--- src/hdl/life_automaton_board_unit_macros.svh ---
// Assertion macros shared by the life board RTL.
// No dependencies; included by the modules that carry assertions.
`ifndef LIFE_AUTOMATON_BOARD_UNIT_MACROS_SVH
`define LIFE_AUTOMATON_BOARD_UNIT_MACROS_SVH

`ifndef SYNTHESIS

// Same-cycle implication
`define LAB_ASSERT_IMPL(label, clk, rst_n, ante, cons) \
    label: assert property (@(posedge clk) disable iff (!rst_n) (ante) |-> (cons)) \
        else $error("life board assertion failed");

// Next-cycle implication
`define LAB_ASSERT_NEXT(label, clk, rst_n, ante, cons) \
    label: assert property (@(posedge clk) disable iff (!rst_n) (ante) |=> (cons)) \
        else $error("life board assertion failed");

`else

`define LAB_ASSERT_IMPL(label, clk, rst_n, ante, cons)
`define LAB_ASSERT_NEXT(label, clk, rst_n, ante, cons)

`endif

`endif

--- src/hdl/lab_pkg.sv ---
// Shared constants, request codes and controller/datapath structs for the life board.
// No dependencies.
`default_nettype none

package lab_pkg;

    localparam int unsigned DEF_ROWS    = 16;
    localparam int unsigned DEF_COLUMNS = 32;

    localparam int unsigned KIND_W = 2;
    localparam int unsigned POS_W  = 10;

    localparam logic [KIND_W-1:0] REQ_TOGGLE  = 2'd0;
    localparam logic [KIND_W-1:0] REQ_ADVANCE = 2'd1;
    localparam logic [KIND_W-1:0] REQ_READ    = 2'd2;
    localparam logic [KIND_W-1:0] REQ_UNUSED  = 2'd3;

    // Fixed-point shift for the reciprocal that splits a position into row and column
    localparam int unsigned RECIP_SHIFT = 20;

    typedef struct packed {
        logic in_ready;
        logic capture;
        logic col_load;
        logic rd_en;
        logic rd_req_row;
        logic shift;
        logic save_first;
        logic wr_gen;
        logic wr_wrap;
        logic out_load;
    } t_cmd;

    typedef struct packed {
        logic req_valid;
        logic req_advance;
        logic req_bad;
        logic out_free;
    } t_stat;

endpackage

`default_nettype wire

--- src/hdl/lab_if.sv ---
// Request and response channel interfaces of the life board.
// Depends on lab_pkg.
`default_nettype none

interface lab_req_if;
    import lab_pkg::*;
    logic              valid;
    logic              ready;
    logic [KIND_W-1:0] req_type;
    logic [POS_W-1:0]  cell_position;

    modport source (output valid, output req_type, output cell_position, input ready);
    modport sink   (input valid, input req_type, input cell_position, output ready);
endinterface

interface lab_rsp_if;
    logic valid;
    logic ready;
    logic cell_alive;
    logic status;

    modport source (output valid, output cell_alive, output status, input ready);
    modport sink   (input valid, input cell_alive, input status, output ready);
endinterface

`default_nettype wire

--- src/hdl/lab_control.sv ---
// Controller of the life board: request sequencing and the row sweep of a generation.
// Depends on lab_pkg and the assertion macro header.
`default_nettype none
`include "life_automaton_board_unit_macros.svh"

module lab_control #(
    parameter int unsigned ROWS = lab_pkg::DEF_ROWS
) (
    input  wire logic                     i_clk,
    input  wire logic                     i_rst_n,
    input  wire lab_pkg::t_stat           i_stat,
    output lab_pkg::t_cmd                 o_cmd,
    output logic [$clog2(ROWS)-1:0]       o_rd_row,
    output logic [$clog2(ROWS)-1:0]       o_wr_row
);
    import lab_pkg::*;

    localparam int unsigned ROW_W    = $clog2(ROWS);
    localparam int unsigned CNT_LAST = ROWS + 2;
    localparam int unsigned CNT_W    = $clog2(CNT_LAST + 1);

    localparam logic [1:0] S_IDLE   = 2'd0;
    localparam logic [1:0] S_LOCATE = 2'd1;
    localparam logic [1:0] S_GEN    = 2'd2;
    localparam logic [1:0] S_RESULT = 2'd3;

    logic [1:0]       r_state, n_state;
    logic [CNT_W-1:0] r_cnt, n_cnt;

    always_ff @(posedge i_clk) begin
        if (!i_rst_n) begin
            r_state <= S_IDLE;
            r_cnt   <= '0;
        end else begin
            r_state <= n_state;
            r_cnt   <= n_cnt;
        end
    end

    // Sweep step k: read row k-1 (row ROWS-1 first), write new row k-3
    always_comb begin
        n_state  = r_state;
        n_cnt    = r_cnt;
        o_cmd    = '0;
        o_rd_row = (r_cnt == '0) ? ROW_W'(ROWS - 1) : ROW_W'(r_cnt - CNT_W'(1));
        o_wr_row = ROW_W'(r_cnt - CNT_W'(3));
        case (r_state)
            S_IDLE: begin
                o_cmd.in_ready = 1'b1;
                if (i_stat.req_valid) begin
                    o_cmd.capture = 1'b1;
                    n_cnt         = '0;
                    if (i_stat.req_bad) begin
                        n_state = S_RESULT;
                    end else if (i_stat.req_advance) begin
                        n_state = S_GEN;
                    end else begin
                        n_state = S_LOCATE;
                    end
                end
            end
            S_LOCATE: begin
                o_cmd.rd_en      = 1'b1;
                o_cmd.rd_req_row = 1'b1;
                o_cmd.col_load   = 1'b1;
                n_state          = S_RESULT;
            end
            S_GEN: begin
                o_cmd.rd_en      = (r_cnt <= CNT_W'(ROWS));
                o_cmd.shift      = (r_cnt != '0);
                o_cmd.save_first = (r_cnt == CNT_W'(2));
                o_cmd.wr_gen     = (r_cnt >= CNT_W'(3));
                o_cmd.wr_wrap    = (r_cnt == CNT_W'(CNT_LAST));
                if (r_cnt == CNT_W'(CNT_LAST)) begin
                    n_state = S_RESULT;
                end else begin
                    n_cnt = r_cnt + CNT_W'(1);
                end
            end
            S_RESULT: begin
                if (i_stat.out_free) begin
                    o_cmd.out_load = 1'b1;
                    n_state        = S_IDLE;
                end
            end
            default: begin
                n_state = S_IDLE;
            end
        endcase
    end

    `LAB_ASSERT_NEXT(a_load_to_idle, i_clk, i_rst_n, o_cmd.out_load, r_state == S_IDLE)
    `LAB_ASSERT_NEXT(a_capture_busy, i_clk, i_rst_n, o_cmd.capture, r_state != S_IDLE)
    `LAB_ASSERT_IMPL(a_rows_apart, i_clk, i_rst_n, o_cmd.wr_gen && o_cmd.rd_en, o_rd_row != o_wr_row)
    `LAB_ASSERT_IMPL(a_cnt_bound, i_clk, i_rst_n, r_state == S_GEN, r_cnt <= CNT_W'(CNT_LAST))
    `LAB_ASSERT_IMPL(a_load_free, i_clk, i_rst_n, o_cmd.out_load, i_stat.out_free)

endmodule

`default_nettype wire

--- src/hdl/lab_datapath.sv ---
// Datapath of the life board: row memory, row window, rule logic and result register.
// Depends on lab_pkg and lab_if.
`default_nettype none

module lab_datapath #(
    parameter int unsigned ROWS    = lab_pkg::DEF_ROWS,
    parameter int unsigned COLUMNS = lab_pkg::DEF_COLUMNS
) (
    input  wire logic                     i_clk,
    input  wire logic                     i_rst_n,
    lab_req_if.sink                       i_req,
    lab_rsp_if.source                     o_rsp,
    input  wire lab_pkg::t_cmd            i_cmd,
    input  wire logic [$clog2(ROWS)-1:0]  i_rd_row,
    input  wire logic [$clog2(ROWS)-1:0]  i_wr_row,
    output lab_pkg::t_stat                o_stat
);
    import lab_pkg::*;

    localparam int unsigned ROW_W   = $clog2(ROWS);
    localparam int unsigned COL_W   = $clog2(COLUMNS);
    localparam int unsigned CELLS   = ROWS * COLUMNS;
    localparam int unsigned RECIP   = ((1 << RECIP_SHIFT) + COLUMNS - 1) / COLUMNS;
    localparam int unsigned PROD_W  = POS_W + RECIP_SHIFT;

    // Row store; rows never written since reset read as dead
    logic [COLUMNS-1:0] r_mem [ROWS];
    logic [ROWS-1:0]    r_row_valid;
    logic [COLUMNS-1:0] r_rd_data;
    logic               r_rd_ok;

    logic [KIND_W-1:0]  r_kind;
    logic [POS_W-1:0]   r_pos;
    logic [ROW_W-1:0]   r_row;
    logic [COL_W-1:0]   r_col;
    logic               r_bad;

    logic [COLUMNS-1:0] r_prev, r_cur, r_first;

    logic               r_out_valid;
    logic               r_out_alive;
    logic               r_out_status;

    logic               w_in_range;
    logic               w_bad;
    logic [PROD_W-1:0]  w_prod;
    logic [POS_W-1:0]   w_row_base;
    logic [COLUMNS-1:0] w_rd_eff;
    logic [COLUMNS-1:0] w_next;
    logic [COLUMNS-1:0] w_gen_row;
    logic [COLUMNS-1:0] w_col_mask;
    logic               w_cell;
    logic               w_wr_en;
    logic [ROW_W-1:0]   w_wr_addr;
    logic [ROW_W-1:0]   w_rd_addr;
    logic [COLUMNS-1:0] w_wr_data;
    logic               w_alive;

    // Request decode
    assign w_in_range = (32'(i_req.cell_position) < 32'(CELLS));
    assign w_bad      = (i_req.req_type == REQ_UNUSED) ||
                        ((i_req.req_type != REQ_ADVANCE) && !w_in_range);
    // row = position / COLUMNS by reciprocal, exact for positions below 2^RECIP_SHIFT/COLUMNS
    assign w_prod     = PROD_W'(i_req.cell_position) * PROD_W'(RECIP);
    assign w_row_base = POS_W'(POS_W'(r_row) * POS_W'(COLUMNS));

    assign i_req.ready        = i_cmd.in_ready;
    assign o_stat.req_valid   = i_req.valid;
    assign o_stat.req_advance = (i_req.req_type == REQ_ADVANCE);
    assign o_stat.req_bad     = w_bad;
    assign o_stat.out_free    = !r_out_valid || o_rsp.ready;

    always_ff @(posedge i_clk) begin
        if (i_cmd.capture) begin
            r_kind <= i_req.req_type;
            r_pos  <= i_req.cell_position;
            r_row  <= w_prod[RECIP_SHIFT +: ROW_W];
            r_bad  <= w_bad;
        end
        if (i_cmd.col_load) begin
            r_col <= COL_W'(r_pos - w_row_base);
        end
    end

    // Memory ports
    assign w_rd_addr  = i_cmd.rd_req_row ? r_row : i_rd_row;
    assign w_rd_eff   = r_rd_ok ? r_rd_data : '0;
    assign w_col_mask = {{(COLUMNS-1){1'b0}}, 1'b1} << r_col;
    assign w_cell     = w_rd_eff[r_col];
    assign w_wr_en    = i_cmd.wr_gen ||
                        (i_cmd.out_load && (r_kind == REQ_TOGGLE) && !r_bad);
    assign w_wr_addr  = i_cmd.wr_gen ? i_wr_row : r_row;
    assign w_wr_data  = i_cmd.wr_gen ? w_gen_row : (w_rd_eff ^ w_col_mask);

    always_ff @(posedge i_clk) begin
        if (w_wr_en) begin
            r_mem[w_wr_addr] <= w_wr_data;
        end
        if (i_cmd.rd_en) begin
            r_rd_data <= r_mem[w_rd_addr];
            r_rd_ok   <= r_row_valid[w_rd_addr];
        end
    end

    always_ff @(posedge i_clk) begin
        if (!i_rst_n) begin
            r_row_valid <= '0;
        end else if (w_wr_en) begin
            r_row_valid[w_wr_addr] <= 1'b1;
        end
    end

    // Three-row window of the old board
    always_ff @(posedge i_clk) begin
        if (i_cmd.shift) begin
            r_prev <= r_cur;
            r_cur  <= w_rd_eff;
        end
        if (i_cmd.save_first) begin
            r_first <= w_rd_eff;
        end
    end

    // Last row wraps onto the saved old row 0, already overwritten in memory
    assign w_next = i_cmd.wr_wrap ? r_first : w_rd_eff;

    always_comb begin
        logic [3:0]       nbr;
        logic [COL_W-1:0] cl;
        logic [COL_W-1:0] cr;
        w_gen_row = '0;
        for (int c = 0; c < COLUMNS; c++) begin
            cl  = (c == 0) ? COL_W'(COLUMNS - 1) : COL_W'(c - 1);
            cr  = (c == COLUMNS - 1) ? '0 : COL_W'(c + 1);
            nbr = 4'(r_prev[cl]) + 4'(r_prev[c]) + 4'(r_prev[cr]) +
                  4'(r_cur[cl])  + 4'(r_cur[cr]) +
                  4'(w_next[cl]) + 4'(w_next[c]) + 4'(w_next[cr]);
            w_gen_row[c] = (nbr == 4'd3) || (r_cur[c] && (nbr == 4'd2));
        end
    end

    // Result register
    always_comb begin
        case (r_kind)
            REQ_TOGGLE: w_alive = !r_bad && !w_cell;
            REQ_READ:   w_alive = !r_bad && w_cell;
            default:    w_alive = 1'b0;
        endcase
    end

    always_ff @(posedge i_clk) begin
        if (!i_rst_n) begin
            r_out_valid <= 1'b0;
        end else if (i_cmd.out_load) begin
            r_out_valid <= 1'b1;
        end else if (o_rsp.ready) begin
            r_out_valid <= 1'b0;
        end
    end

    always_ff @(posedge i_clk) begin
        if (i_cmd.out_load) begin
            r_out_alive  <= w_alive;
            r_out_status <= r_bad;
        end
    end

    assign o_rsp.valid      = r_out_valid;
    assign o_rsp.cell_alive = r_out_alive;
    assign o_rsp.status     = r_out_status;

endmodule

`default_nettype wire

--- src/hdl/life_automaton_board_unit.sv ---
// Toroidal life board. Toggle and read locate the row, then load the result register; an
// off-board position or unused type skips the locate step. A generation sweeps the row
// store, one read port, one row per cycle, before the result register loads.
// One item in work at a time; the next is taken the cycle after the result register loads.
// Synchronous reset clears the per-row valid flags, so the board reads all dead at once.
`default_nettype none

module life_automaton_board_unit #(
    parameter int unsigned BOARD_ROWS    = lab_pkg::DEF_ROWS,
    parameter int unsigned BOARD_COLUMNS = lab_pkg::DEF_COLUMNS
) (
    input  wire logic  i_clk,
    input  wire logic  i_rst_n,
    lab_req_if.sink    i_req,
    lab_rsp_if.source  o_rsp
);
    import lab_pkg::*;

    t_cmd                          w_cmd;
    t_stat                         w_stat;
    logic [$clog2(BOARD_ROWS)-1:0] w_rd_row;
    logic [$clog2(BOARD_ROWS)-1:0] w_wr_row;

    lab_control #(
        .ROWS (BOARD_ROWS)
    ) u_control (
        .i_clk    (i_clk),
        .i_rst_n  (i_rst_n),
        .i_stat   (w_stat),
        .o_cmd    (w_cmd),
        .o_rd_row (w_rd_row),
        .o_wr_row (w_wr_row)
    );

    lab_datapath #(
        .ROWS    (BOARD_ROWS),
        .COLUMNS (BOARD_COLUMNS)
    ) u_datapath (
        .i_clk    (i_clk),
        .i_rst_n  (i_rst_n),
        .i_req    (i_req),
        .o_rsp    (o_rsp),
        .i_cmd    (w_cmd),
        .i_rd_row (w_rd_row),
        .i_wr_row (w_wr_row),
        .o_stat   (w_stat)
    );

endmodule

`default_nettype wire
--- src/flat_wrapper.sv ---
// flat-port wrapper written by rule: the top's interface ports become plain ports
module life_automaton_board_unit_flat import lab_pkg::*;
#(
    parameter int unsigned BOARD_ROWS    = lab_pkg::DEF_ROWS,
    parameter int unsigned BOARD_COLUMNS = lab_pkg::DEF_COLUMNS
)
  (i_clk, i_rst_n, i_req_valid, i_req_req_type, i_req_cell_position, i_req_ready, o_rsp_valid, o_rsp_cell_alive, o_rsp_status, o_rsp_ready);
  lab_req_if i_req_i ();
  lab_rsp_if o_rsp_i ();
  input  wire logic i_clk;
  input  wire logic i_rst_n;
  input wire logic [$bits(i_req_i.valid)-1:0] i_req_valid;
  input wire logic [$bits(i_req_i.req_type)-1:0] i_req_req_type;
  input wire logic [$bits(i_req_i.cell_position)-1:0] i_req_cell_position;
  output wire logic [$bits(i_req_i.ready)-1:0] i_req_ready;
  output wire logic [$bits(o_rsp_i.valid)-1:0] o_rsp_valid;
  output wire logic [$bits(o_rsp_i.cell_alive)-1:0] o_rsp_cell_alive;
  output wire logic [$bits(o_rsp_i.status)-1:0] o_rsp_status;
  input wire logic [$bits(o_rsp_i.ready)-1:0] o_rsp_ready;
  assign i_req_i.valid = i_req_valid;
  assign i_req_i.req_type = i_req_req_type;
  assign i_req_i.cell_position = i_req_cell_position;
  assign i_req_ready = i_req_i.ready;
  assign o_rsp_valid = o_rsp_i.valid;
  assign o_rsp_cell_alive = o_rsp_i.cell_alive;
  assign o_rsp_status = o_rsp_i.status;
  assign o_rsp_i.ready = o_rsp_ready;
  life_automaton_board_unit #(.BOARD_ROWS(BOARD_ROWS), .BOARD_COLUMNS(BOARD_COLUMNS)) u_core (.i_clk(i_clk), .i_rst_n(i_rst_n), .i_req(i_req_i), .o_rsp(o_rsp_i));
endmodule
--- config.mk ---
export PLATFORM = sky130hd
export DESIGN_NAME = life_automaton_board_unit_flat
export DESIGN_NICKNAME = d
export VERILOG_FILES = /design/src/hdl/lab_pkg.sv /design/src/hdl/lab_if.sv /design/src/hdl/lab_control.sv /design/src/hdl/lab_datapath.sv /design/src/hdl/life_automaton_board_unit.sv /design/src/flat_wrapper.sv
export VERILOG_INCLUDE_DIRS = /design/src /design/src/hdl
export SDC_FILE = /design/constraint.sdc
export NUM_CORES = 1
export LEC_CHECK = 0
export ABC_CLOCK_PERIOD_IN_PS = 9200
export BUFFER_PORTS_ARGS = -buffer_cell sky130_fd_sc_hd__clkbuf_2
export CAP_MARGIN = 40
export CORE_MARGIN = 2
export CORE_UTILIZATION = 34
export CTS_CLUSTER_DIAMETER = 30
export CTS_CLUSTER_SIZE = 10
export DETAILED_ROUTE_END_ITERATION = 8
export HOLD_SLACK_MARGIN = 0.1
export PLACE_DENSITY = 0.5
export SYNTH_ARGS = -nofsm -noshare
export SYNTH_HDL_FRONTEND = slang
export SYNTH_HIERARCHICAL = 1
export SYNTH_SLANG_ARGS = --single-unit
--- constraint.sdc ---
create_clock -name i_clk -period 9.2 [get_ports i_clk]
set_input_delay 0 -clock i_clk [delete_from_list [all_inputs] [get_ports i_clk]]
set_output_delay 0 -clock i_clk [all_outputs]
set_load 0.02 [all_outputs]
# == After elaboration in Yosys (flattened, before gate mapping) ==
# Memory sizes are Yosys's and may differ from the RTL's. A register that Yosys moved wholly into a read port is not among the register bits.
# Cells that the tools add are included.
# classes
n_addsub,228
order_cmp,7
n_eq_ne,77
n_shift,1
muxes,33
n_bitwise,2
reduce_logical,85
# ops
operator,count
$add A4 B1 Y4,128
$eq A4 B2 Y1 const B,64
$add A3 B1 Y4,32
$add A2 B1 Y3,32
$mux W32,3
$add A1 B1 Y2,32
$logic_and A1 B1 Y1,38
$logic_or A1 B1 Y1,35
$shl A1 B5 Y32 const A,1
$xor A32 B32 Y32,1
$mux W4,4
$or A16 B16 Y16,1
$mux W2,6
$mux W1,11
$lt A10 B10 Y1 const B,1
$lt A4 B5 Y1 const B,2
$mux W5,2
$pmux W5 S2,1
$eq A2 B2 Y1 const B,4
$ne A2 B2 Y1 const B,4
$pmux W2 S4,1
$lt A5 B6 Y1 const B,1
$reduce_and A3 Y1,2
$add A5 B1 Y5 const B,1
19 further kinds,26
# word_totals
regBits,140
ramBits,512
input_bits,16
output_inout_bits,4
wordCells,449
mem_count,1
# mem_list
memory,words,width,read_ports,rd_clocked_by_memory_dff,write_ports,line_no,source
u_core.u_datapath.r_mem,16,32,1,1,1,lab_datapath.sv:27,logic [COLUMNS-1:0] r_mem [ROWS];

# == Depth between registers and ports, before layout ==
# Gate-level depths: netlist of run 1.
# depth
ltp_word,11
mapped_depth,19
mapped_depth_nobuf,17

# == By module ==
# The synthesis of run 1 kept the hierarchy.
# by_module_without_submodules
mod,instances,cells_per_inst,area_each_um2,seq_area_each_um2
lab_datapath,1,1952,31964.4,20159.3
lab_control,1,87,679.4,140.1

# == Worst setup path after synthesis of run 1 ==
# Ideal clock, no wire load.
# synth_timing
kind,reg-to-reg
start,register u_core.u_control.r_cnt[0]
end,memory u_core/u_datapath/r_mem[0][22] in the netlist's numbering (data pin)
setup_ns,0.330
t_arrival_ns,4.272
required_ns,8.870
slack_ns,4.598
stages_incl_launch_ff,17
n_path_buf,3
period_less_slack_ns,4.602
path_cell_list,dfxtp_1 > clkbuf_1 > inv_1 > ha_1 > and2_1 > and2_1 > clkbuf_1 > clkbuf_1 > mux2i_1 > fa_1 > fa_1 > inv_1 > ha_1 > fa_1 > o21ai_0 > o2111ai_1 > o21ai_0
# synth_lines
item,line_no,source
start: declaration,lab_control.sv:28,"logic [CNT_W-1:0] r_cnt, n_cnt;"
start signal: assignment,lab_control.sv:36,r_cnt <= n_cnt;
end: declaration,lab_datapath.sv:27,

==> impl_results.md, run 1 <==
* Status: completed
* Die H at 313.9 um
* RSZ-0062 raised after global routing: false
* Initial Util at 34.36%
* Post-CTS setup buffers at 0
* Max cap viols at 0
* Final setup violating endpoints at 0
* CTS Sinks at 684
* Drt pass-1 iters at 5
* Clk_lat worst skew at 720 ps
* Slew Viols, Final at 0
* Final worst-path cycle share at 63.15%
* Total track usage at 17.51%
* Leakage at 14.41 nW
* CTS resizes at 0
* Core Rows at 113
* Count of cell types in the netlist at 60
* Final Hold Vio Count at 0
* Critical path required time at 9560 ps
* Post-synthesis register bit count at 684
* Slew headroom at 32.57%
* HPWL Detailed at 50.09 mm
* Via count at 18420
* PD cells at 321.2 mW/mm2
* Mapped Cells at 2039
* F_max at 0.1721 GHz
* Share of layout cells above drive strength 1 at 21.54%
* Maximum vdd ir drop at 0.1904 mV
* Commonest non-fill, non-tap cell in the layout: edfxtp_1
* Share of flip-flops with an asynchronous set or reset at 0%
* Layout Cells excl Fill at 3615
* Synth-to-layout area growth at 22.16%
* Kind of critical path: reg2reg
* Total Wirelength at 84.93 mm
* Design area at 0.03988 mm2
* Core area at 0.09501 mm2
* Post-place instance area at 0.03464 mm2
* Initial antenna violation count at 3
* Final antenna-violating net count at 0
* H-Tree Depth at 4
* Worst min path class: in2reg
* Nets at 2471
* CTS tree: done
* DRT iter0 DRCs at 1361
* Synth Area per Inst at 16.01 um2
* Crit start category: register
* Overflow after GRT at 0
* Setup_tns at 0 ps
* Vias in the first global route at 19620
* Fin util at 41.97%
* Final Critical Period at 5810 ps
* Critical Path End Type: register
* I/O Buffers at 19
* Crit Path Max Fanout at 34
* Synth Warn # at 6
* First-pass GRT wire length at 126.2 mm
* Cell count after placement at 3307
* I/O pins at 20
* Die area at 0.09851 mm2
* Largest net degree at the start of global routing at 97
* Drt drc at 0
* Clk root buf: clkbuf_16
* EDFF count, synth at 660
* WL/cell at 23.49 um
* Seq/Total Area, Yosys at 62.18%
* Vias/cell at 5.097
* Worst-path clk slew at 40 ps
* Synthesized cell area at 0.03264 mm2
* CTS Buffer Depth at 3
* Num CTS Buffers at 155
* Post-Syn Nets at 2286
* Worst-case clock skew at 48.26 ps
* Die Wd at 313.9 um
* Synth Flop Type: edfxtp_1
* CP Data Arrival Time at 6170 ps
* Most frequent cells in the layout: 660 x edfxtp_1, 241 x inv_1, 158 x clkbuf_16, 131 x nand2_1, 127 x fa_1
* Worst-margin pin slew at 1005 ps
* GP Congestion at 0.8124
* Reg2Reg Setup Slack at 3390 ps
* Hold-fix buffer count after cts at 24
==> state kept, by name, indices dropped and copies added (netlist names), 4 cells and up <==
register	cells
u_core/u_datapath/r_mem	512
u_core/u_datapath/r_first	32
u_core/u_datapath/r_row	4
u_core/u_datapath/r_pos	5
u_core/u_control/r_cnt	5
u_core/u_datapath/r_row_valid	16
u_core/u_datapath/r_rd_data	32
u_core/u_datapath/r_cur	32
u_core/u_datapath/r_prev	32
u_core/u_datapath/r_col	5
==> synthesized netlist by cell type (10+ instances only) <==
| master | n | area (um2) |
|---|---|---|
| edfxtp_1 | 660 | 19820 |
| inv_1 | 241 | 904.6 |
| nand2_1 | 131 | 491.7 |
| fa_1 | 127 | 2542 |
| mux4_2 | 124 | 2793 |
| ha_1 | 104 | 1301 |
| o21ai_0 | 69 | 345.3 |
| a21oi_1 | 67 | 335.3 |
| nor2_1 | 66 | 247.7 |
| clkbuf_1 | 44 | 165.2 |
| nand3_1 | 43 | 215.2 |
| and2_1 | 41 | 256.5 |
| a31oi_1 | 36 | 225.2 |
| xnor2_1 | 33 | 289.0 |
| o2111ai_1 | 32 | 280.3 |
| a211oi_2 | 30 | 375.4 |
| dfxtp_1 | 24 | 480.5 |
| o21a_1 | 17 | 127.6 |
| buf_6 | 16 | 180.2 |
| buf_2 | 15 | 75.07 |
| mux2i_1 | 15 | 150.1 |
| mux4_1 | 12 | 315.3 |
| buf_4 | 10 | 75.07 |
| nor3_1 | 10 | 50.05 |
==> metal layers <==
layer  track usage, %  up-vias  wire length (um)
li1                 -     8063                 -
met1            24.33     9711             38570
met2            27.83      516             40090
met3            3.107      134              4421
met4            5.926        0              1847
met5                0        -                 0
==> through the flow <==
step	setup slack (ps)	hold slack [ps]	power, mW
floorplan	4598	98.87	6.582
CTS	3344	145.2	12.94
finish	3390	179.8	12.81
global route	2977	162.7	13.55
global placement	3535	180.8	7.522
detailed placement	3372	181.0	7.709
==> cell type report <==
class                           count  area (um2)
Clock buffer                      181        4060
Multi-Input combinational cell   1020       11040
Timing Repair Buffer              119        1046
Sequential cell                   684       20300
Fill cell                        8537       55130
Antenna cell                        1       2.502
Tap cell                         1265        1583
Inverter                          244       915.9
Clock inverter                    101       930.9
==> path summary, 6_finish.rpt <==
kind | start | to | cells after the start
max | u_core/u_control/r_state[0]$_SDFFE_PN0P_ | u_core/u_datapath/r_mem[0][21]$_DFFE_PP_ | 14
min | i_req_cell_position[8] | u_core/u_datapath/r_row[3]$_DFFE_PP_ | 2
max reg2reg | u_core/u_control/r_state[0]$_SDFFE_PN0P_ | u_core/u_datapath/r_mem[0][21]$_DFFE_PP_ | 14
min reg2reg | u_core/u_datapath/r_pos[4]$_DFFE_PP_ | u_core/u_datapath/r_col[4]$_DFFE_PP_ | 0
==> power breakdown <==
group	switching [mW]	total (mW)	internal [mW]
registers	0.118	4.05	3.93
clock network	1.70	5.16	3.46
logic	2.19	3.60	1.41
==> cells by family (layout without fill, tap and decap cells) <==
family	after synthesis	count (layout)	share of synthesized area, %
flip-flops	684	684	62.18
other	0	1	0
adder cells (fa/ha/maj)	231	231	11.77
buffers and inverters	335	645	4.523
XOR/XNOR	36	36	0.9659
AO/OA/AOI/OAI	281	281	5.918
multiplexers	155	155	10.19
AND/OR/NAND/NOR	317	317	4.446
==> worst max-delay path, cell delays in order (launching register included) <==
cell       delay (ps)
dfxtp_1           330
inv_1              90
ha_1              440
and2_1            280
and2_2            640
buf_4             450
mux2i_1           530
fa_1              510
fa_1              490
inv_1              40
ha_1              190
fa_1              380
o21ai_0           170
o2111ai_1         230
o21ai_1           630
(Power assumes the default switching activity.)
==> run 2: changes to the inputs <==
--- a/config.mk
+++ b/config.mk
@@ -6,7 +6,7 @@
 export SDC_FILE = /design/constraint.sdc
 export NUM_CORES = 1
 export LEC_CHECK = 0
-export ABC_CLOCK_PERIOD_IN_PS = 9200
+export ABC_CLOCK_PERIOD_IN_PS = 5700
 export BUFFER_PORTS_ARGS = -buffer_cell sky130_fd_sc_hd__clkbuf_2
 export CAP_MARGIN = 40
 export CORE_MARGIN = 2
==> constraint.sdc (replaced) <==
create_clock -name i_clk -period 5.7 [get_ports i_clk]
set_input_delay 0 -clock i_clk [delete_from_list [all_inputs] [get_ports i_clk]]
set_output_delay 0 -clock i_clk [all_outputs]
set_load 0.02 [all_outputs]
==> run 2 against run 1 <==
  * Sequential power grew 61%
  * Global-route usage is 0.33 points lower
  * Combinational power increased by 64%
  * Wire length decreased by 2.8%
  * Register-to-register slack got worse by 2700 ps
  * Worst hold slack gained 6.2 ps
  * Highest routed layer unchanged
==> impl_results.md, run 2 (synthesis gave the netlist of run 1 again) <==
* Die H at 313.9 um (unchanged)
* Internal power at 14.60 mW (was 8.805 mW)
* Multi-input gate area at 0.01104 mm2 (unchanged)
* Layout Cells excl Fill at 3644 (was 3615)
* Critical Path End Type: register (unchanged)
* Critical Path, Cell by Cell: inv_1 -> ha_1 -> and2_1 -> and2_2 -> buf_12 -> nor2_1 -> a21oi_1 -> fa_1 -> inv_1 -> fa_1 -> ha_1 -> fa_1 -> nand3_1 -> o21ai_0 -> o2111ai_1 -> o21ai_0 -> buf_4 (was inv_1 -> ha_1 -> and2_1 -> and2_2 -> buf_4 -> mux2i_1 -> fa_1 -> fa_1 -> inv_1 -> ha_1 -> fa_1 -> o21ai_0 -> o2111ai_1 -> o21ai_1)
* RSZ-0062 raised after global routing: false (unchanged)
* Core Rows at 113 (unchanged)
* Psw at 6.522 mW (was 4.004 mW)
* Seq pwr share at 30.9% (was 31.6%)
* HPWL Detailed at 53.62 mm (was 50.09 mm)
* Fillers at 8512 (was 8537)
* Slew headroom at 37.31% (was 32.57%)
* Via count at 18370 (was 18420)
* Kind of critical path: reg2reg (unchanged)
* Maximum vdd ir drop at 0.2631 mV (was 0.1904 mV)
* Initial antenna violation count at 2 (was 3)
* Commonest non-fill, non-tap cell in the layout: edfxtp_1 (unchanged)
* Max cap viols at 0 (unchanged)
* Clk_lat worst skew at 720 ps (about the same)
* Combinational share of power at 28.0% (was 28.1%)
* Share of layout cells above drive strength 1 at 22.68% (was 21.54%)
* Overflow after GRT at 0 (unchanged)
* Final Hold Vio Count at 0 (unchanged)
* I/O pins at 20 (unchanged)
* I/O Buffers at 19 (unchanged)
* Die Wd at 313.9 um (unchanged)
* Sequential cell area at 0.02030 mm2 (unchanged)
* Worst min path class: in2reg (unchanged)
* Setup_tns at 0 ps (unchanged)
* Final worst-path cycle share at 87.26% (was 63.15%)
* Post-CTS setup buffers at 0 (unchanged)
* GP Congestion at 0.8299 (was 0.8124)
* CP delay by family, top: adder cells (unchanged)
* Crit-path slowest cell: fa_1 (was and2_2)
* Net Sw Frac at 30.87% (was 31.26%)
* Final setup violating endpoints at 0 (unchanged)
* Final antenna-violating net count at 0 (unchanged)
* Core area at 0.09501 mm2 (unchanged)
* Vias in the first global route at 19540 (was 19620)
* Most flop-heavy register: u_core/u_datapath/r_mem (unchanged)
* Initial Util at 34.36% (unchanged)
* Worst-path clk slew at 40 ps (about the same)
* Die area at 0.09851 mm2 (unchanged)
* FF-to-FF Start: u_core/u_control/r_cnt[0]$_SDFFE_PN0P_ (was u_core/u_control/r_state[0]$_SDFFE_PN0P_)
* Vias/cell at 5.041 (was 5.097)
* Drt pass-1 iters at 6 (was 5)
* Clock power frac at 41.1% (was 40.3%)
* Cell count after placement at 3333 (was 3307)
* DRT iter0 DRCs at 1344 (was 1361)
* First-pass GRT wire length at 125.8 mm (was 126.2 mm)
* CTS tree: done (unchanged)
* CP most frequent cell: fa_1 (unchanged)
* Crit start category: register (unchanged)
* Worst-margin pin slew at 940.4 ps (was 1005 ps)
* CTS Buffer Depth at 3 (unchanged)
* Largest net degree at the start of global routing at 65 (was 97)
* CP Data Arrival Time at 5410 ps (was 6170 ps)
* Clk root buf: clkbuf_16 (unchanged)
* F_max at 0.2010 GHz (was 0.1721 GHz)
* Crit Path Max Fanout at 32 (was 34)
* Status: completed (unchanged)
* CTS Sinks at 684 (unchanged)
* Most frequent cells in the layout: 660 x edfxtp_1, 241 x inv_1, 158 x clkbuf_16, 131 x nand2_1, 127 x fa_1 (unchanged)
* H-Tree Depth at 4 (unchanged)
* Critical path required time at 6130 ps (was 9560 ps)
* Final Critical Period at 4974 ps (was 5810 ps)
* Drt drc at 0 (unchanged)
* CTS resizes at 0 (unchanged)
* Hold-fix buffer count after cts at 24 (unchanged)
* HP Start: i_req_cell_position[6] (was i_req_cell_position[8])
* WL/cell at 22.66 um (was 23.49 um)
* Worst-case clock skew at 27.46 ps (was 48.26 ps)
* Setup crit start: u_core/u_control/r_cnt[0]$_SDFFE_PN0P_ (was u_core/u_control/r_state[0]$_SDFFE_PN0P_)
* Num CTS Buffers at 155 (unchanged)
* Slew Viols, Final at 0 (unchanged)
* Buf+Inv Stages, Crit Path at 4 (was 3)
* Leakage at 14.63 nW (was 14.41 nW)
* Largest stage delay on the critical path at 520 ps (was 640 ps)
* PD cells at 523.1 mW/mm2 (was 321.2 mW/mm2)
* Number of flip-flops in the largest register at 512 (unchanged)
* Total Wirelength at 82.57 mm (was 84.93 mm)
* Nets at 2499 (was 2471)
* Total track usage at 17.18% (was 17.51%)
* Synth-to-layout area growth at 23.72% (was 22.16%)
[run 2: changes by cell type in the layout (fill, tap and decap cells not counted), moves of 3 or more]
cell	before	now
clkinv_2	33	23
clkbuf_1	21	25
buf_4	66	83
clkinvlp_4	5	11
buf_12	2	16
buf_16	5	2
clkinv_1	36	27
bufinv_16	12	18
[run 2: routing by layer]
metal / share of wire [%] / global-route usage, %
met4: 2.1 / 5.513
met3: 4.5 / 2.863
met2: 47 / 26.80
met1: 46 / 24.57
met5: 0 / 0
[run 2: final timing paths]
path         depth (start not counted)                                        to  slack (ps)
max                                 17  u_core/u_datapath/r_mem[1][30]$_DFFE_PP_         730
min                                  2      u_core/u_datapath/r_row[1]$_DFFE_PP_         190
max reg2reg                         17  u_core/u_datapath/r_mem[1][30]$_DFFE_PP_         730
min reg2reg                          0      u_core/u_datapath/r_col[0]$_DFFE_PP_         410
[run 2: worst reg2reg max path, delay by kind of cell (launching register included)]
kind,cells,cell delay (ps)
adders and majority gates,5,1750
AOI/OAI and AO/OA,4,880
buffers and inverters,4,860
and+or+nand+nor,4,810
DFF,1,390
[run 2: power by group through the flow]
stage | Clock [mW] | Combinational, mW | Sequential (mW)
2_1_floorplan | 0 | 4.11 | 6.51
3_3_place_gp | 0 | 5.68 | 6.62
3_5_place_dp | 0 | 5.94 | 6.61
4_1_cts | 8.84 | 6.01 | 6.53
5_1_grt | 9.11 | 6.72 | 6.54
6_report | 8.68 | 5.92 | 6.53
[run 2: layout make-up]
cell class	count	share of cell area, %
Antenna cell	2	0.01239
Clock buffer	187	10.16
Clock inverter	95	2.661
Inverter	244	2.268
Multi-Input combinational cell	1020	27.34
Sequential cell	684	50.26
Tap cell	1265	3.919
Timing Repair Buffer	147	3.380
[run 2: metrics by stage]
step | power [mW] | hold WS (ps) | setup slack (ps) | instance area, um2 | utilization, %
3_3_place_gp | 12.30 | 181.6 | 639.0 | 34620 | 36.43
2_1_floorplan | 10.62 | 98.87 | 1098 | 32640 | -
4_1_cts | 21.38 | 120.3 | 653.6 | 40360 | 42.48
5_1_grt | 22.36 | 153.8 | 365.0 | 40380 | 42.50
6_report | 21.12 | 186.0 | 726.0 | 40390 | 42.51
3_5_place_dp | 12.56 | 178.6 | 650.5 | 34940 | 36.78
